**src/hdl/assert_macros.svh**
```systemverilog
// Assertion helpers shared by the RTL. Both expect clk and rst in scope.
`ifndef ASSERT_MACROS_SVH
`define ASSERT_MACROS_SVH

`ifndef SYNTHESIS

// Condition holds at every edge outside reset.
`define LL1GC_ASSERT(lbl, cond) \
  lbl: assert property (@(posedge clk) disable iff (rst) (cond)) \
    else $error("ll1gc assertion failed");

// Trigger at one edge implies result at the next.
`define LL1GC_ASSERT_NEXT(lbl, trig, res) \
  lbl: assert property (@(posedge clk) disable iff (rst) (trig) |=> (res)) \
    else $error("ll1gc assertion failed");

`else

`define LL1GC_ASSERT(lbl, cond)
`define LL1GC_ASSERT_NEXT(lbl, trig, res)

`endif

`endif

```
**src/hdl/ll1gc_pkg.sv**
```systemverilog
`default_nettype none
package ll1gc_pkg;

  localparam int TOKEN_W  = 6;
  localparam int SYM_W    = 6;
  localparam int STATUS_W = 3;
  localparam int POS_W    = 16;
  localparam int EXP_W    = 4;
  localparam int RHS_MAX  = 4;

  typedef logic [SYM_W-1:0]    sym_t;
  typedef logic [STATUS_W-1:0] status_t;

  // result codes
  localparam status_t ST_MATCH     = 3'd0;
  localparam status_t ST_MISMATCH  = 3'd1;
  localparam status_t ST_END_ERR   = 3'd2;
  localparam status_t ST_NO_RULE   = 3'd3;
  localparam status_t ST_SUCCESS   = 3'd4;
  localparam status_t ST_AFTER     = 3'd5;
  localparam status_t ST_OVERFLOW  = 3'd6;

  // terminals (same code as the lexer class)
  localparam sym_t SYM_END   = 6'd0;
  localparam sym_t T_MAIN    = 6'd1;
  localparam sym_t T_IF      = 6'd6;
  localparam sym_t T_ELSE    = 6'd7;
  localparam sym_t T_DO      = 6'd8;
  localparam sym_t T_WHILE   = 6'd9;
  localparam sym_t T_ID      = 6'd10;
  localparam sym_t T_NUM     = 6'd20;
  localparam sym_t T_ASSIGN  = 6'd21;
  localparam sym_t T_PLUS    = 6'd22;
  localparam sym_t T_MINUS   = 6'd23;
  localparam sym_t T_MUL     = 6'd24;
  localparam sym_t T_DIV     = 6'd25;
  localparam sym_t T_LP      = 6'd26;
  localparam sym_t T_RP      = 6'd27;
  localparam sym_t T_LB      = 6'd28;
  localparam sym_t T_RB      = 6'd29;
  localparam sym_t T_SEMI    = 6'd31;
  localparam sym_t T_GT      = 6'd32;
  localparam sym_t T_NE      = 6'd37;
  localparam sym_t SYM_BAD   = 6'd63;

  // nonterminals
  localparam sym_t NT_S  = 6'd40;
  localparam sym_t NT_A  = 6'd41;
  localparam sym_t NT_B  = 6'd42;
  localparam sym_t NT_C  = 6'd43;
  localparam sym_t NT_CT = 6'd44;
  localparam sym_t NT_D  = 6'd45;
  localparam sym_t NT_E  = 6'd46;
  localparam sym_t NT_X  = 6'd47;
  localparam sym_t NT_F  = 6'd48;
  localparam sym_t NT_H  = 6'd49;
  localparam sym_t NT_G  = 6'd50;
  localparam sym_t NT_I  = 6'd51;
  localparam sym_t NT_J  = 6'd52;
  localparam sym_t NT_JT = 6'd53;
  localparam sym_t NT_K  = 6'd54;
  localparam sym_t NT_KT = 6'd55;

  typedef struct packed {
    logic                    ok;
    logic [2:0]              len;
    sym_t [RHS_MAX-1:0]      rhs;   // rhs[0] is leftmost
  } rule_t;

  // microcode
  typedef logic [2:0] step_t;

  typedef enum logic [2:0] {
    OP_NONE,
    OP_FETCH,
    OP_POP,
    OP_DECODE,
    OP_PUSH,
    OP_COUNT,
    OP_EMIT
  } op_t;

  typedef enum logic [2:0] {
    COND_ALWAYS,
    COND_NO_ITEM,
    COND_FINISHED,
    COND_EMPTY,
    COND_RESOLVED,
    COND_MORE,
    COND_OUT_BUSY
  } cond_t;

  typedef struct packed {
    op_t   op;
    cond_t cond;
    step_t target;
  } uword_t;

  typedef struct packed {
    op_t op;
  } ctrl_t;

  typedef struct packed {
    logic no_item;
    logic finished;
    logic empty;
    logic resolved;
    logic more;
    logic out_busy;
  } flags_t;

  localparam step_t S_FETCH  = 3'd0;
  localparam step_t S_CHECK  = 3'd1;
  localparam step_t S_POP    = 3'd2;
  localparam step_t S_DECODE = 3'd3;
  localparam step_t S_PUSH   = 3'd4;
  localparam step_t S_COUNT  = 3'd5;
  localparam step_t S_EMIT   = 3'd6;
  localparam step_t S_RETURN = 3'd7;

  // Control store. A taken condition jumps to target, else fall through.
  function automatic uword_t ucode(input step_t s);
    uword_t w;
    case (s)
      S_FETCH:  w = '{op: OP_FETCH,  cond: COND_NO_ITEM,  target: S_FETCH};
      S_CHECK:  w = '{op: OP_NONE,   cond: COND_FINISHED, target: S_EMIT};
      S_POP:    w = '{op: OP_POP,    cond: COND_EMPTY,    target: S_EMIT};
      S_DECODE: w = '{op: OP_DECODE, cond: COND_RESOLVED, target: S_EMIT};
      S_PUSH:   w = '{op: OP_PUSH,   cond: COND_MORE,     target: S_PUSH};
      S_COUNT:  w = '{op: OP_COUNT,  cond: COND_ALWAYS,   target: S_POP};
      S_EMIT:   w = '{op: OP_EMIT,   cond: COND_OUT_BUSY, target: S_EMIT};
      default:  w = '{op: OP_NONE,   cond: COND_ALWAYS,   target: S_FETCH};
    endcase
    return w;
  endfunction

  function automatic sym_t map_token(input logic [TOKEN_W-1:0] code);
    if (code inside {6'd0, 6'd1, [6'd6:6'd10], [6'd20:6'd29], [6'd31:6'd39]})
      return code;
    return SYM_BAD;
  endfunction

  function automatic rule_t mk_rule(input logic [2:0] len, input sym_t s0,
                                    input sym_t s1, input sym_t s2, input sym_t s3);
    rule_t r;
    r.ok     = 1'b1;
    r.len    = len;
    r.rhs[0] = s0;
    r.rhs[1] = s1;
    r.rhs[2] = s2;
    r.rhs[3] = s3;
    return r;
  endfunction

  // Production table: nonterminal x with lookahead a.
  function automatic rule_t find_rule(input sym_t x, input sym_t a);
    rule_t r;
    logic  expr;
    logic  stmt;
    logic  relop;
    r     = '0;
    expr  = a inside {T_LP, T_ID, T_NUM};
    stmt  = a inside {T_IF, T_DO, T_ID};
    relop = a inside {[T_GT:T_NE]};
    case (x)
      NT_S:  if (a == T_MAIN) r = mk_rule(3'd4, T_MAIN, T_LP, T_RP, NT_A);
      NT_A:  if (a == T_LB) r = mk_rule(3'd3, T_LB, NT_B, T_RB, SYM_END);
      NT_B:  if (stmt) r = mk_rule(3'd3, NT_C, T_SEMI, NT_CT, SYM_END);
      NT_C: begin
        if (a == T_IF)      r = mk_rule(3'd1, NT_E, SYM_END, SYM_END, SYM_END);
        else if (a == T_DO) r = mk_rule(3'd1, NT_F, SYM_END, SYM_END, SYM_END);
        else if (a == T_ID) r = mk_rule(3'd1, NT_D, SYM_END, SYM_END, SYM_END);
        else if (a == T_RB) r = mk_rule(3'd0, SYM_END, SYM_END, SYM_END, SYM_END);
      end
      NT_CT: begin
        if (a == T_RB) r = mk_rule(3'd0, SYM_END, SYM_END, SYM_END, SYM_END);
        else if (stmt) r = mk_rule(3'd3, NT_C, T_SEMI, NT_CT, SYM_END);
      end
      NT_D:  if (a == T_ID) r = mk_rule(3'd3, T_ID, T_ASSIGN, NT_G, SYM_END);
      NT_E:  if (a == T_IF) r = mk_rule(3'd4, T_IF, NT_H, NT_A, NT_X);
      NT_X: begin
        if (a == T_ELSE)      r = mk_rule(3'd2, T_ELSE, NT_A, SYM_END, SYM_END);
        else if (a == T_SEMI) r = mk_rule(3'd0, SYM_END, SYM_END, SYM_END, SYM_END);
      end
      NT_F:  if (a == T_DO) r = mk_rule(3'd4, T_DO, NT_A, T_WHILE, NT_H);
      NT_H:  if (expr) r = mk_rule(3'd3, NT_G, NT_I, NT_G, SYM_END);
      NT_G:  if (expr) r = mk_rule(3'd2, NT_J, NT_JT, SYM_END, SYM_END);
      NT_I:  if (relop) r = mk_rule(3'd1, a, SYM_END, SYM_END, SYM_END);
      NT_J:  if (expr) r = mk_rule(3'd2, NT_K, NT_KT, SYM_END, SYM_END);
      NT_JT, NT_KT: begin
        // expression tails share one rule set
        if (a inside {T_PLUS, T_MINUS})
          r = mk_rule(3'd3, a, NT_J, NT_JT, SYM_END);
        else if (a inside {T_MUL, T_DIV})
          r = mk_rule(3'd3, a, NT_K, NT_KT, SYM_END);
        else if (relop || a inside {T_RP, T_LB, T_SEMI})
          r = mk_rule(3'd0, SYM_END, SYM_END, SYM_END, SYM_END);
      end
      NT_K: begin
        if (a == T_LP)                 r = mk_rule(3'd3, T_LP, NT_G, T_RP, SYM_END);
        else if (a inside {T_ID, T_NUM}) r = mk_rule(3'd1, a, SYM_END, SYM_END, SYM_END);
      end
      default: r = '0;
    endcase
    return r;
  endfunction

endpackage
`default_nettype wire

```
**src/hdl/ll1gc_token_if.sv**
```systemverilog
`default_nettype none
interface ll1gc_token_if;
  import ll1gc_pkg::*;

  logic               valid;
  logic               ready;
  logic [TOKEN_W-1:0] token_code;

  modport source (output valid, output token_code, input ready);
  modport sink   (input valid, input token_code, output ready);
endinterface
`default_nettype wire

```
**src/hdl/ll1gc_result_if.sv**
```systemverilog
`default_nettype none
interface ll1gc_result_if;
  import ll1gc_pkg::*;

  logic                valid;
  logic                ready;
  logic [STATUS_W-1:0] status;
  logic [POS_W-1:0]    position;
  logic [EXP_W-1:0]    expansions;

  modport source (output valid, output status, output position, output expansions,
                  input ready);
  modport sink   (input valid, input status, input position, input expansions,
                  output ready);
endinterface
`default_nettype wire

```
**src/hdl/ll1gc_ram.sv**
```systemverilog
`default_nettype none
module ll1gc_ram #(
  parameter int WIDTH = 6,
  parameter int DEPTH = 64
) (
  input  wire logic                     clk,
  input  wire logic                     we,
  input  wire logic [$clog2(DEPTH)-1:0] waddr,
  input  wire logic [WIDTH-1:0]         wdata,
  input  wire logic [$clog2(DEPTH)-1:0] raddr,
  output logic      [WIDTH-1:0]         rdata
);

  logic [WIDTH-1:0] mem [DEPTH];

  always_ff @(posedge clk) begin
    if (we) begin
      mem[waddr] <= wdata;
    end
    rdata <= mem[raddr];
  end

endmodule
`default_nettype wire

```
**src/hdl/ll1gc_useq.sv**
```systemverilog
`default_nettype none
module ll1gc_useq (
  input  wire logic              clk,
  input  wire logic              rst,
  input  wire ll1gc_pkg::flags_t flags,
  output ll1gc_pkg::ctrl_t       ctrl
);
  import ll1gc_pkg::*;

  step_t  step;
  step_t  step_next;
  uword_t uw;
  logic   taken;

  assign uw = ucode(step);

  always_comb begin
    case (uw.cond)
      COND_ALWAYS:   taken = 1'b1;
      COND_NO_ITEM:  taken = flags.no_item;
      COND_FINISHED: taken = flags.finished;
      COND_EMPTY:    taken = flags.empty;
      COND_RESOLVED: taken = flags.resolved;
      COND_MORE:     taken = flags.more;
      COND_OUT_BUSY: taken = flags.out_busy;
      default:       taken = 1'b0;
    endcase
  end

  always_comb begin
    step_next = taken ? uw.target : step + step_t'(1);
  end

  always_comb begin
    ctrl.op = uw.op;
  end

  always_ff @(posedge clk) begin
    if (rst) begin
      step <= S_FETCH;
    end else begin
      step <= step_next;
    end
  end

endmodule
`default_nettype wire

```
**src/hdl/ll1gc_dpath.sv**
```systemverilog
`default_nettype none
`include "assert_macros.svh"
module ll1gc_dpath #(
  parameter int STACK_DEPTH = 64
) (
  input  wire logic             clk,
  input  wire logic             rst,
  ll1gc_token_if.sink           token,
  ll1gc_result_if.source        result,
  input  wire ll1gc_pkg::ctrl_t ctrl,
  output ll1gc_pkg::flags_t     flags
);
  import ll1gc_pkg::*;

  localparam int AW  = $clog2(STACK_DEPTH);
  localparam int SPW = $clog2(STACK_DEPTH + 1);

  logic [SPW-1:0]   sp;
  logic [SPW-1:0]   sp_dec;
  logic [POS_W-1:0] counter;
  logic             finished;
  logic [1:0]       written;     // bottom two entries have reset contents
  sym_t             tok;
  logic [POS_W-1:0] pos;
  logic [EXP_W-1:0] expn;
  status_t          status;
  rule_t            rule_q;
  logic [2:0]       cnt;
  logic [2:0]       cnt_dec;

  logic             out_valid;
  status_t          out_status;
  logic [POS_W-1:0] out_pos;
  logic [EXP_W-1:0] out_expn;
  logic             busy;

  logic             we;
  logic [AW-1:0]    waddr;
  sym_t             wdata;
  sym_t             rdata;

  sym_t             x_sym;
  rule_t            dec_rule;
  logic             overflow;
  logic             resolved;

  assign sp_dec  = sp - SPW'(1);
  assign cnt_dec = cnt - 3'd1;
  assign waddr   = sp[AW-1:0];
  assign we      = (ctrl.op == OP_PUSH) && (cnt != 3'd0);
  assign wdata   = rule_q.rhs[cnt_dec[1:0]];

  ll1gc_ram #(
    .WIDTH (SYM_W),
    .DEPTH (STACK_DEPTH)
  ) u_stack (
    .clk   (clk),
    .we    (we),
    .waddr (waddr),
    .wdata (wdata),
    .raddr (sp_dec[AW-1:0]),
    .rdata (rdata)
  );

  // top-of-stack symbol, read issued during the pop step
  always_comb begin
    if ((sp < SPW'(2)) && !written[sp[0]]) begin
      x_sym = (sp == SPW'(0)) ? SYM_END : NT_S;
    end else begin
      x_sym = rdata;
    end
    dec_rule = find_rule(x_sym, tok);
    overflow = ((SPW+1)'(sp) + (SPW+1)'(dec_rule.len)) > (SPW+1)'(STACK_DEPTH);
    resolved = (x_sym < NT_S) || !dec_rule.ok || overflow;
  end

  assign busy = out_valid && !result.ready;

  always_comb begin
    flags.no_item  = !token.valid;
    flags.finished = finished;
    flags.empty    = (sp == SPW'(0));
    flags.resolved = resolved;
    flags.more     = (cnt > 3'd1);
    flags.out_busy = busy;
  end

  // no item is taken while reset is held
  assign token.ready       = (ctrl.op == OP_FETCH) && !rst;
  assign result.valid      = out_valid;
  assign result.status     = out_status;
  assign result.position   = out_pos;
  assign result.expansions = out_expn;

  always_ff @(posedge clk) begin
    if (rst) begin
      sp        <= SPW'(2);
      counter   <= '0;
      finished  <= 1'b0;
      written   <= '0;
      out_valid <= 1'b0;
      cnt       <= '0;
    end else begin
      // a new result may load in the same cycle the old one is taken
      if ((ctrl.op == OP_EMIT) && !busy) begin
        out_valid <= 1'b1;
      end else if (result.valid && result.ready) begin
        out_valid <= 1'b0;
      end
      case (ctrl.op)
        OP_FETCH: if (token.valid) begin
          tok    <= map_token(token.token_code);
          pos    <= counter;
          expn   <= '0;
          status <= finished ? ST_AFTER : ST_MATCH;
          if (counter != '1) begin
            counter <= counter + POS_W'(1);
          end
        end
        OP_POP: begin
          if (sp == SPW'(0)) begin
            status   <= ST_END_ERR;
            finished <= 1'b1;
          end else begin
            sp <= sp_dec;
          end
        end
        OP_DECODE: begin
          if (x_sym == SYM_END) begin
            status   <= (tok == SYM_END) ? ST_SUCCESS : ST_END_ERR;
            finished <= 1'b1;
          end else if (x_sym < NT_S) begin
            if (x_sym != tok) begin
              status   <= ST_MISMATCH;
              finished <= 1'b1;
            end
          end else if (!dec_rule.ok) begin
            status   <= ST_NO_RULE;
            finished <= 1'b1;
          end else if (overflow) begin
            status   <= ST_OVERFLOW;
            finished <= 1'b1;
          end else begin
            rule_q <= dec_rule;
            cnt    <= dec_rule.len;
          end
        end
        OP_PUSH: if (cnt != 3'd0) begin
          sp  <= sp + SPW'(1);
          cnt <= cnt_dec;
          if (waddr < AW'(2)) begin
            written[waddr[0]] <= 1'b1;
          end
        end
        OP_COUNT: if (expn != '1) begin
          expn <= expn + EXP_W'(1);
        end
        OP_EMIT: if (!busy) begin
          out_status <= status;
          out_pos    <= pos;
          out_expn   <= expn;
        end
        default: ;
      endcase
    end
  end

  `LL1GC_ASSERT(a_sp_bound, sp <= SPW'(STACK_DEPTH))
  `LL1GC_ASSERT(a_cnt_bound, cnt <= 3'd4)
  `LL1GC_ASSERT_NEXT(a_finish_sticky, finished, finished)
  `LL1GC_ASSERT_NEXT(a_push_in_range, we, sp <= SPW'(STACK_DEPTH))

endmodule
`default_nettype wire

```
**src/hdl/ll1_token_grammar_checker_top.sv**
```systemverilog
`default_nettype none
// LL(1) token grammar checker.
// token channel: one lexer class code per item (token_code, 6 bits).
// result channel: one item per token: status, position in the stream
//   (saturating at 65535) and the number of productions applied (max 15).
// A small microcode sequencer steps a stack datapath. Each production
// applied pushes its len symbols one per push step through the single
// stack write port. Once the parse has finished (success or error), a
// token goes straight to its emit step.
// The result item is presented the cycle after its emit step and sits in
// an output register; the next token is taken while it waits. If the
// receiver stalls and a second result is ready, the sequencer holds in its
// emit step until the register frees up, and takes no token meanwhile.
// Reset (synchronous, rst high): stack holds end marker below start
// symbol, token counter zero, parse not finished, result channel empty.
// Any outcome other than a plain match ends the parse; later tokens report
// "after finish" until the next reset.
module ll1_token_grammar_checker_top #(
  parameter int STACK_DEPTH = 64   // symbol stack entries, 16..1024
) (
  input  wire logic      clk,
  input  wire logic      rst,
  ll1gc_token_if.sink    token,
  ll1gc_result_if.source result
);
  import ll1gc_pkg::*;

  ctrl_t  ctrl;    // control word from the sequencer
  flags_t flags;   // branch conditions back to it

  ll1gc_useq u_useq (
    .clk   (clk),
    .rst   (rst),
    .flags (flags),
    .ctrl  (ctrl)
  );

  // stack, token register, counters and result register
  ll1gc_dpath #(
    .STACK_DEPTH (STACK_DEPTH)
  ) u_dpath (
    .clk    (clk),
    .rst    (rst),
    .token  (token),
    .result (result),
    .ctrl   (ctrl),
    .flags  (flags)
  );

endmodule
`default_nettype wire
```
**src/flat_wrapper.sv**
```systemverilog
// flat-port wrapper written by rule: the top's interface ports become plain ports
module ll1_token_grammar_checker_top_flat import ll1gc_pkg::*;
#(
  parameter int STACK_DEPTH = 64                                    
)
  (clk, rst, token_valid, token_token_code, token_ready, result_valid, result_status, result_position, result_expansions, result_ready);
  ll1gc_token_if token_i ();
  ll1gc_result_if result_i ();
  input  wire logic clk;
  input  wire logic rst;
  input wire logic [$bits(token_i.valid)-1:0] token_valid;
  input wire logic [$bits(token_i.token_code)-1:0] token_token_code;
  output wire logic [$bits(token_i.ready)-1:0] token_ready;
  output wire logic [$bits(result_i.valid)-1:0] result_valid;
  output wire logic [$bits(result_i.status)-1:0] result_status;
  output wire logic [$bits(result_i.position)-1:0] result_position;
  output wire logic [$bits(result_i.expansions)-1:0] result_expansions;
  input wire logic [$bits(result_i.ready)-1:0] result_ready;
  assign token_i.valid = token_valid;
  assign token_i.token_code = token_token_code;
  assign token_ready = token_i.ready;
  assign result_valid = result_i.valid;
  assign result_status = result_i.status;
  assign result_position = result_i.position;
  assign result_expansions = result_i.expansions;
  assign result_i.ready = result_ready;
  ll1_token_grammar_checker_top #(.STACK_DEPTH(STACK_DEPTH)) u_core (.clk(clk), .rst(rst), .token(token_i), .result(result_i));
endmodule
```
**config.mk**
```make
export PLATFORM = sky130hd
export DESIGN_NAME = ll1_token_grammar_checker_top_flat
export DESIGN_NICKNAME = d
export VERILOG_FILES = /design/src/hdl/ll1gc_pkg.sv /design/src/hdl/ll1gc_token_if.sv /design/src/hdl/ll1gc_result_if.sv /design/src/hdl/ll1gc_ram.sv /design/src/hdl/ll1gc_useq.sv /design/src/hdl/ll1gc_dpath.sv /design/src/hdl/ll1_token_grammar_checker_top.sv /design/src/flat_wrapper.sv
export VERILOG_INCLUDE_DIRS = /design/src /design/src/hdl
export SDC_FILE = /design/constraint.sdc
export NUM_CORES = 1
export LEC_CHECK = 0
export BUFFER_PORTS_ARGS = -buffer_cell sky130_fd_sc_hd__buf_4
export CAP_MARGIN = 30
export CORE_UTILIZATION = 45
export CTS_BUF_LIST = sky130_fd_sc_hd__clkbuf_8 sky130_fd_sc_hd__clkbuf_16
export CTS_CLUSTER_DIAMETER = 50
export DETAILED_ROUTE_END_ITERATION = 8
export SYNTH_ARGS = -nofsm -noshare
export SYNTH_HDL_FRONTEND = slang
export SYNTH_SLANG_ARGS = --single-unit
```
**constraint.sdc**
```tcl
create_clock -name clk -period 15.86 [get_ports clk]
set_input_delay 0.793 -clock clk [delete_from_list [all_inputs] [get_ports clk]]
set_output_delay 0.793 -clock clk [all_outputs]
set_load 0.01 [all_outputs]
```
; ---- Word level (Yosys, flattened, before mapping)
; Memories as Yosys holds them, arrays and structs flattened. A register that Yosys moved wholly into a read port is not among the register bits.
; Index checks and enable logic that the tools add are counted.
[op_classes]
addsub = 7
order_cmp = 16
eq_ne = 64
n_mux = 72
bitwise_logic = 6
n_reduce_logical = 51
[ops]
columns = op, n
row1 = $mux 28, 22
row2 = $pmux 28 s15, 1
row3 = $eq 6x6->1 const B, 16
row4 = $pmux 9 s7, 1
row5 = $eq 6x5->1 const B, 10
row6 = $mux 3, 15
row7 = $eq 3x3->1 const B, 9
row8 = $mux 6, 4
row9 = $eq 3x2->1 const B, 6
row10 = $logic_not 6->1, 3
row11 = $reduce_and 6->1, 3
row12 = $mux 1, 17
row13 = $add 16x1->16 const B, 1
row14 = $ne 16x16->1 const B, 1
row15 = $reduce_bool 2->1, 8
row16 = $reduce_and 3->1, 5
row17 = $reduce_bool 3->1, 5
row18 = $mux 7, 2
row19 = $ne 2x2->1 const B, 7
row20 = $pmux 7 s2, 1
row21 = $bmux 6 s2, 1
row22 = $eq 6x1->1 const B, 2
row23 = $eq 6x3->1 const B, 2
row24 = $eq 6x4->1 const B, 2
row25 = 42 further kinds, 72
[totals]
register_bits = 109
ramBits = 384
output_inout_bits = 25
mem_count = 1
[mem_list]
columns = name, words, word_bits, rd, rd_ports_with_merged_regs, write_ports, line_no
row1 = u_core.u_dpath.u_stack.mem, 64, 6, 1, 1, 1, ll1gc_ram.sv:14  ; logic [WIDTH-1:0] mem [DEPTH];

; ---- Depth between registers and ports, before layout
; Gate-level depths: netlist of the first run.
[depth]
depth_word = 15
ltp_mapped = 17
depth_no_buf = 15

; ---- By module
; A second synthesis of the first run with hierarchy kept.
[unflattened]
hier_cells = 1320
hier_area_um2 = 21271.7
[by_module_without_submodules]
columns = mod, n_inst, cells_each, area_per_inst_um2
row1 = ll1gc_ram, 1, 729, 15205.8
row2 = ll1gc_dpath, 1, 544, 5676.7
row3 = ll1gc_useq, 1, 47, 389.1

; ---- Least setup slack after synthesis of the first run
; OpenSTA, ideal clock, no wires.
[synth_timing]
path_type = reg-to-reg
start = reg u_core.u_dpath.sp[2]
end = reg u_core.u_dpath.rule_q[0] (netlist name), enable pin
setup_ns = 0.401
t_arrival_ns = 4.974
setup_slack_ns = 10.486
stages_incl_launch_ff = 16
path_cell_list = dfxtp_1 buf_6 or4_4 buf_6 o41ai_4 a21oi_2 or3_4 or4b_4 ha_1 a21o_1 a211oi_1 a311o_1 a31oi_1 nor3_1 nand2_1 nor2_1
[synth_via]
elab_chain_cells = 10
elab_cells_between_ends = 31
[synth_lines]
columns = item, line_no
row1 = "start, declared", ll1gc_dpath.sv:18  ; logic [SPW-1:0] sp;
row2 = "start signal, assigned", ll1gc_dpath.sv:125  ; sp <= sp_dec;
row3 = "start signal, assigned", ll1gc_dpath.sv:149  ; sp <= sp + SPW'(1);
row4 = $lt 7x2->1 or $logic_not 7->1 (tied branches), "ll1gc_dpath.sv:67, ll1gc_dpath.sv:68"
row5 = $logic_and 1x1->1 or $mux 6 (tied branches), "ll1gc_dpath.sv:67, ll1gc_dpath.sv:68"
row6 = $mux 6, ll1gc_dpath.sv:67  ; if ((sp < SPW'(2)) && !written[sp[0]]) begin
row7 = $eq 6x6->1, ll1gc_pkg.sv:165  ; case (x)
row8 = $reduce_or 2->1, ll1gc_pkg.sv:165
row9 = $pmux 28 s15, ll1gc_pkg.sv:165
row10 = $add 7x3->8, ll1gc_dpath.sv:73  ; overflow = ((SPW+1)'(sp) + (SPW+1)'(dec_rule.len)) > (SPW+1)'(STACK_DEPTH);
row11 = $gt 8x7->1, ll1gc_dpath.sv:73
row12 = $not 1->1 (no source line), n/a
row13 = $reduce_and 6->1 (no source line) *, n/a
row14 = "end signal, assigned", ll1gc_dpath.sv:144  ; rule_q <= dec_rule;
row15 = "end, declared", ll1gc_dpath.sv:27  ; rule_t rule_q;
; Every way passes the cells marked *; elsewhere a longest branch is shown, timed or not.
; A chain may end at the register's enable or synchronous reset.

; ---- Worst setup path in the final report of the first run
[layout_timing]
start = reg u_core.u_dpath.u_stack.rdata[2], read port of u_core.u_dpath.u_stack.mem
end = reg u_core.u_dpath.rule_q[4] (netlist name), enable pin
[layout_via]
elab_chain_cells = 8
elab_cells_between_ends = 27
[layout_lines]
columns = item, line_no
row1 = "start, declared", ll1gc_ram.sv:11  ; output logic [WIDTH-1:0] rdata
row2 = $mux 6 *, ll1gc_dpath.sv:67
row3 = $eq 6x6->1, ll1gc_pkg.sv:165
row4 = $reduce_or 2->1, ll1gc_pkg.sv:165
row5 = $pmux 28 s15, ll1gc_pkg.sv:165
row6 = $add 7x3->8, ll1gc_dpath.sv:73
row7 = $gt 8x7->1, ll1gc_dpath.sv:73
row8 = $not 1->1 (no source line), n/a
row9 = $reduce_and 6->1 (no source line) *, n/a
; Marks and branches as above.

==> results.py, run 1 <==
metrics = {
    "timing": {
        "period_minus_slack_ns": 5.61,
        "tightest_slew_ns": 0.952,
        "slew_headroom": 0.363,
        "finalSetupViolations": 0,
        "fin_ws_ns": 10.25,
        "max_freq_mhz": 178,
        "finalSetupTns_ns": 0,
        "rsz0062_at_grt": "false",
        "min_period_over_period": 0.354,
        "hold_violations": 0,
        "worst_hold_slack_ns": 0.417,
        "finalClockSkew_ns": 0.0242,
        "report.final.slew_viol_count": 0,
    },
    "finish": {
        "final_util": 0.517,
        "syn_to_final_growth_pct": 12.5,
        "final_layout_size_suffix_gt1_frac": 0.223,
        "nFillCells": 3722,
        "final_nets": 1305,
        "instances_no_fill": 1924,
        "multi_input_area_um2": 6200,
        "ff_latch_area_um2": 14500,
    },
    "cts": {
        "cts_tree": "done",
        "cts_buffers": 54,
        "postCtsSetupBuffers": 0,
        "clock_path_buffers": 3,
        "cts.clk_slew.worst_paths_ns": 0.06,
        "cts_sinks": 497,
        "clk_latency_ns": 0.63,
        "h-tree-depth": 2,
        "root_buffer": "clkbuf_16",
        "cts_resized": 0,
        "cts_hold_buf": 0,
    },
    "floorplanning": {
        "rows": 78,
        "die_h_um": 218,
        "ios": 35,
        "initial_core_util": 0.460,
        "dieArea_um2": 47700,
        "die_w_um": 218,
        "core_area_um2": 45800,
    },
    "drt": {
        "first_pass_iters": 5,
        "drt-total-wl_um": 46300,
        "avgRoutedWirePerCell_um": 24.1,
        "vias_per_cell": 5.90,
        "antenna_left": 0,
        "route.detailed.drc": 0,
        "vias": 11352,
        "drt-initial-drc-count": 1009,
    },
    "yosys": {
        "ys_seq_elements": 497,
        "synth_top_cell_by_area": "edfxtp_1",
        "ys_seq_area_frac": 0.690,
        "synth_cell_types": 79,
        "synthTopCellsByCount": "edfxtp_1 (458), mux4_2 (132), nor2_1 (131)",
        "asyncSetResetFlopFracSynth": 0,
        "syn_inst": 1239,
        "syn_avg_cell_area_um2": 17.0,
        "yosys-top-cells-area": "edfxtp_1 (65%), mux4_2 (14%), dfxtp_1 (3.7%), nor2_1 (2.3%), ha_1 (0.89%)",
        "netlist_area_um2": 21100,
        "synth_nets": 1265,
        "synth_top_flop_cell": "edfxtp_1",
        "synth_edf_count": 458,
        "synthDominantCellAreaShare": 0.653,
        "synth.most_common_cell": "edfxtp_1",
        "yosys_warnings": 0,
    },
    "critical_path": {
        "ff2ff_path_depth": 16,
        "crit_path_start": "u_core.u_dpath.u_stack.rdata[2]",
        "worstSetupEndpointType": "flip-flop",
        "crit_path_end": "u_core.u_dpath.rule_q[4]",
        "worstReg2RegEnd": "u_core.u_dpath.rule_q[4]",
        "path_max_fanout": 17,
        "r2r_start": "u_core.u_dpath.u_stack.rdata[2]",
        "rrSetupSlack_ns": 10.25,
        "crit_type": "reg2reg",
        "cp-start-kind": "flip-flop",
        "critPathArrivalTime_ns": 5.93,
        "required_ns": 16.17,
    },
    "place": {
        "numPortBuffers": 34,
        "dpl.hpwl_um": 29300,
        "place_ws_ns": 10.32,
        "place_inst": 1823,
        "place_congestion": 0.848,
    },
    "global_route": {
        "grt_pass1_wl_um": 70800,
        "antenna_found_initial": 0,
        "grt_overflow_total": 0,
        "grt.total_usage": 0.201,
        "grt_start_max_net_pins": 65,
        "grt_pass1_vias": 11290,
    },
    "power_and_ir_drop": {
        "power_density_nw_per_um2": 154,
        "p_leak_nw": 7.55,
        "vdd_ir_drop_max_v": 0.000109,
    },
    "min_path": {
        "hp-class": "reg2reg",
    },
    "run_status": {
        "status": "finished clean",
    },
    "job": {
        "cap_violations": 0,
    },
}
-- registers in the layout, summed over array words and instances, names as in the netlist, 2 cells and up --
register                          count
u_core.u_dpath.cnt                    3
u_core.u_dpath.counter               16
u_core.u_dpath.expn                   4
u_core.u_dpath.pos                   16
u_core.u_dpath.result.expansions      4
u_core.u_dpath.result.position       16
u_core.u_dpath.result.status          3
u_core.u_dpath.rule_q                22
u_core.u_dpath.sp                     7
u_core.u_dpath.status                 3
u_core.u_dpath.tok                    6
u_core.u_dpath.u_stack.mem          384
u_core.u_dpath.u_stack.rdata          6
u_core.u_dpath.written                2
u_core.u_useq.step                    3
-- cells by family after synthesis --
family	synth area share
buffers and inverters	0.0169
muxes	0.144
and+or+nand+nor	0.0829
DFF	0.690
xor gates and xnor gates	0.00999
adders and majority gates	0.00987
AOI/OAI and AO/OA	0.0455
-- worst min path at each step --
stage                           startpoint                                 end  slack, ns  depth (start not counted)
floorplan            u_core.u_dpath.pos[0]   u_core.u_dpath.result.position[0]       0.40                          0
global placement    u_core.u_dpath.pos[12]  u_core.u_dpath.result.position[12]       0.40                          0
detailed placement   u_core.u_dpath.pos[5]   u_core.u_dpath.result.position[5]       0.40                          0
CTS                  u_core.u_dpath.pos[5]   u_core.u_dpath.result.position[5]       0.41                          0
global route         u_core.u_dpath.pos[8]   u_core.u_dpath.result.position[8]       0.42                          0
finish               u_core.u_dpath.pos[8]   u_core.u_dpath.result.position[8]       0.42                          0
-- layout by cell type (no fill, tap or decap), types with 17 or more instances in the layout --
cell       instances
edfxtp_1         458
mux4_2           132
nor2_1           128
clkbuf_16         54
nand2_1           49
buf_4             46
dfxtp_1           38
inv_1             37
a21oi_1           34
o21ai_0           26
nor3_1            23
nand3_1           23
or3_1             17
-- where the power goes --
| part | total, W | internal, W | switching [W] |
|---|---|---|---|
| Sequential | 0.00153 | 0.00146 | 0.0000693 |
| Clock | 0.00121 | 0.000688 | 0.000517 |
| Combinational | 0.000921 | 0.000440 | 0.000482 |
-- layout make-up --
type,count,area share
clock buffer,54,0.0570
inverter,23,0.00364
clock inverter,46,0.0156
antenna,1,0.000106
timing repair buffer,49,0.0165
sequential,497,0.614
tap,600,0.0317
multi-input combinational,654,0.262
-- stage by stage --
stage	total power, W	area (um^2)
6_report	0.00365	23700
3_5_place_dp	0.00248	22000
3_3_place_gp	0.00248	21900
5_1_grt	0.00380	23700
4_1_cts	0.00369	23700
2_1_floorplan	0.00220	21100
-- critical path: stages, from the launching register on --
cell and delay, ns:
dfxtp_1 0.69, inv_1 0.23, or4b_2 0.77, nor4_1 0.68, nor2_1 0.28, nand2_1 0.14
ha_1 0.19, inv_1 0.06, fa_1 0.37, nor2b_1 0.25, a21oi_1 0.10, o21bai_1 0.14
a31oi_1 0.13, nor3_1 0.47, nand2_1 0.20, nor2_2 0.37, buf_8 0.23
-- per-layer routing --
layer	GRT usage	share of wire
met1	0.290	0.45
met2	0.314	0.48
met3	0.0308	0.051
met4	0.0625	0.021
met5	0	0
Power figures use the tool's default switching activity.
==> inputs of run 2 (changes only) <==
==> constraint.sdc (replaced) <==
create_clock -name clk -period 4.85 [get_ports clk]
set_input_delay 0.2425 -clock clk [delete_from_list [all_inputs] [get_ports clk]]
set_output_delay 0.2425 -clock clk [all_outputs]
set_load 0.01 [all_outputs]
==> run 2 against run 1 <==
Sequential cell count unchanged. Sequential share of layout area decreased by 1.9 points. Core utilization grew 1.6 points. Worst setup slack got worse by 10 ns. Final area grew 3.2%. Global-route usage grew 0.67 points. Clock-buffer cell count is 5 higher. Critical path type unchanged. Highest routed layer unchanged.
==> results.py, run 2 (same netlist as run 1, synthesis figures left out) <==
metrics = {
    "critical_path": {
        "cp_top_family": "simple AND/OR/NAND/NOR gates",
        "required_ns": 5.15,
        "crit_type": "reg2reg",
        "critPathArrivalTime_ns": 4.90,
        "critPathBufInv": 0,
        "rrSetupSlack_ns": 0.24,
        "cpMostUsedCell": "a21o_1",
        "worstSetupEndpointType": "flip-flop",
        "cp_slowest_cell": "or4_4",
        "cpPeakStageDelay_ns": 0.63,
        "crit_chain": "or4_4 > o41ai_1 > a2111oi_0 > or3_4 > or4b_4 > ha_1 > a21o_1 > a21o_1 > a311o_1 > a31oi_1 > nor3_2 > nand2_1 > and4_1",
        "r2r_start": "u_core.u_dpath.sp[2]",
        "cp-start-kind": "flip-flop",
        "ff2ff_path_depth": 13,
        "path_max_fanout": 8,
        "worstReg2RegEnd": "u_core.u_dpath.status[0]",
    },
    "finish": {
        "most-common-layout-cells": "edfxtp_1 (458), mux4_2 (132), nor2_1 (128), buf_4 (112), clkbuf_16 (57)",
        "syn_to_final_growth_pct": 16.1,
        "top_regs": "u_core.u_dpath.u_stack.mem: 384 flops, u_core.u_dpath.rule_q: 22 flops",
        "regMostFlops": "u_core.u_dpath.u_stack.mem",
        "final_layout_size_suffix_gt1_frac": 0.265,
        "final_nets": 1385,
        "nFillCells": 3662,
        "antenna_cells": 0,
        "final_util": 0.534,
        "layout_commonest_cell": "edfxtp_1",
        "largest_register_ffs": 384,
    },
    "place": {
        "place_ws_ns": 0.235,
        "place_congestion": 0.896,
        "numPortBuffers": 34,
        "dpl.hpwl_um": 30600,
    },
    "drt": {
        "first_pass_iters": 5,
        "route.detailed.drc": 0,
        "vias_per_cell": 5.81,
        "drt-total-wl_um": 47900,
        "vias": 11633,
        "drt-initial-drc-count": 957,
        "antenna_left": 0,
        "avgRoutedWirePerCell_um": 23.9,
    },
    "floorplanning": {
        "core_area_um2": 45800,
        "rows": 78,
        "die_w_um": 218,
        "initial_core_util": 0.460,
        "die_h_um": 218,
        "ios": 35,
        "dieArea_um2": 47700,
    },
    "global_route": {
        "grt_overflow_total": 0,
        "grt_pass1_vias": 11647,
        "antenna_found_initial": 0,
        "grt_start_max_net_pins": 107,
        "grt_pass1_wl_um": 72900,
        "grt.total_usage": 0.207,
    },
    "cts": {
        "cts.clk_slew.worst_paths_ns": 0.06,
        "postCtsSetupBuffers": 0,
        "h-tree-depth": 2,
        "clk_latency_ns": 0.61,
        "root_buffer": "clkbuf_16",
        "clock_path_buffers": 3,
        "cts_sinks": 497,
        "cts_tree": "done",
        "cts_buffers": 55,
    },
    "timing": {
        "finalClockSkew_ns": 0.0261,
        "finalSetupViolations": 0,
        "tightest_slew_ns": 0.954,
        "finalSetupTns_ns": 0,
        "report.final.slew_viol_count": 0,
        "hold_violations": 0,
        "min_period_over_period": 0.950,
        "rsz0062_at_grt": "false",
        "slew_headroom": 0.364,
        "max_freq_mhz": 217,
        "fin_ws_ns": 0.242,
        "period_minus_slack_ns": 4.61,
    },
    "power_and_ir_drop": {
        "p_leak_nw": 8.00,
        "vdd_ir_drop_max_v": 0.000324,
        "power_density_nw_per_um2": 495,
        "power_w": 0.0121,
    },
    "min_path": {
        "whs_path_depth": 2,
        "hold_start": "rst",
        "hp-class": "in2reg",
        "holdPathEnd": "u_core.u_dpath.counter[3]",
    },
    "run_status": {
        "status": "finished clean",
    },
    "job": {
        "cap_violations": 0,
    },
}
run 2: changes by cell type in the layout (fill, tap and decap cells not counted), sizes merged:
cell and delta:
dlygate4sd3 +7, clkinv -5, bufinv -1, diode -1, inv +2, clkinvlp -1, clkbuf +5, buf +72
run 2: worst max-delay path by stage:
stage / to / startpoint / cells after the start / slack, ns
after floorplan: u_core.u_dpath.rule_q[0] / u_core.u_dpath.sp[2] / 15 / 0.04
after global placement: u_core.u_dpath.rule_q[4] / u_core.u_dpath.sp[2] / 14 / 0.33
after detailed placement: u_core.u_dpath.rule_q[9] / u_core.u_dpath.sp[2] / 14 / 0.23
after CTS: u_core.u_dpath.rule_q[6] / u_core.u_dpath.sp[2] / 14 / 0.22
after global routing: u_core.u_dpath.rule_q[5] / u_core.u_dpath.sp[2] / 14 / 0.03
final: u_core.u_dpath.status[0] / u_core.u_dpath.sp[2] / 13 / 0.24
run 2: where the power goes:
group	total [W]	switching, W	internal (W)
sequential	0.00489	0.000120	0.00477
clock	0.00398	0.00166	0.00232
combinational	0.00324	0.00172	0.00152
run 2: metal layers:
metal / wire length, um / part of all wire / vias up / GRT usage
met2: 23000 / 0.48 / 365 / 0.330
met3: 2600 / 0.054 / 75 / 0.0323
met5: 0 / 0 / - / 0
li1: - / - / 5223 / -
met4: 1190 / 0.025 / 0 / 0.0681
met1: 21100 / 0.44 / 5970 / 0.292
run 2: through the flow:
stage	hold slack [ns]	std cells	instance area (um^2)
after global placement	0.401	1890	22500
after detailed placement	0.405	1891	22500
final	0.0867	2002	24400
after global routing	0.0829	2002	24400
after CTS	0.0483	1998	24300
after floorplan	0.400	1239	21100
run 2: worst reg2reg max path: cells and delay by family (launching register included):
kind	cells	cell delay (ns)
AO/OA/AOI/OAI	6	1.51
adder cells (fa/ha/maj)	1	0.30
flip-flops	1	0.31
AND/OR/NAND/NOR	6	2.19
run 2: repair_timing:
item,in CTS,in global routing
resized for setup,0,1
setup endpoints to repair,0,22
hold buffers,7,0
hold endpoints to repair,7,0
run 2: cell type report:
type	instances	area [um^2]	area share
sequential	497	14500	0.595
inverter	23	86.3	0.00353
clock inverter	41	293	0.0120
multi-input combinational	654	6210	0.254
timing repair buffer	128	1110	0.0453
clock buffer	59	1450	0.0595
tap	600	751	0.0307
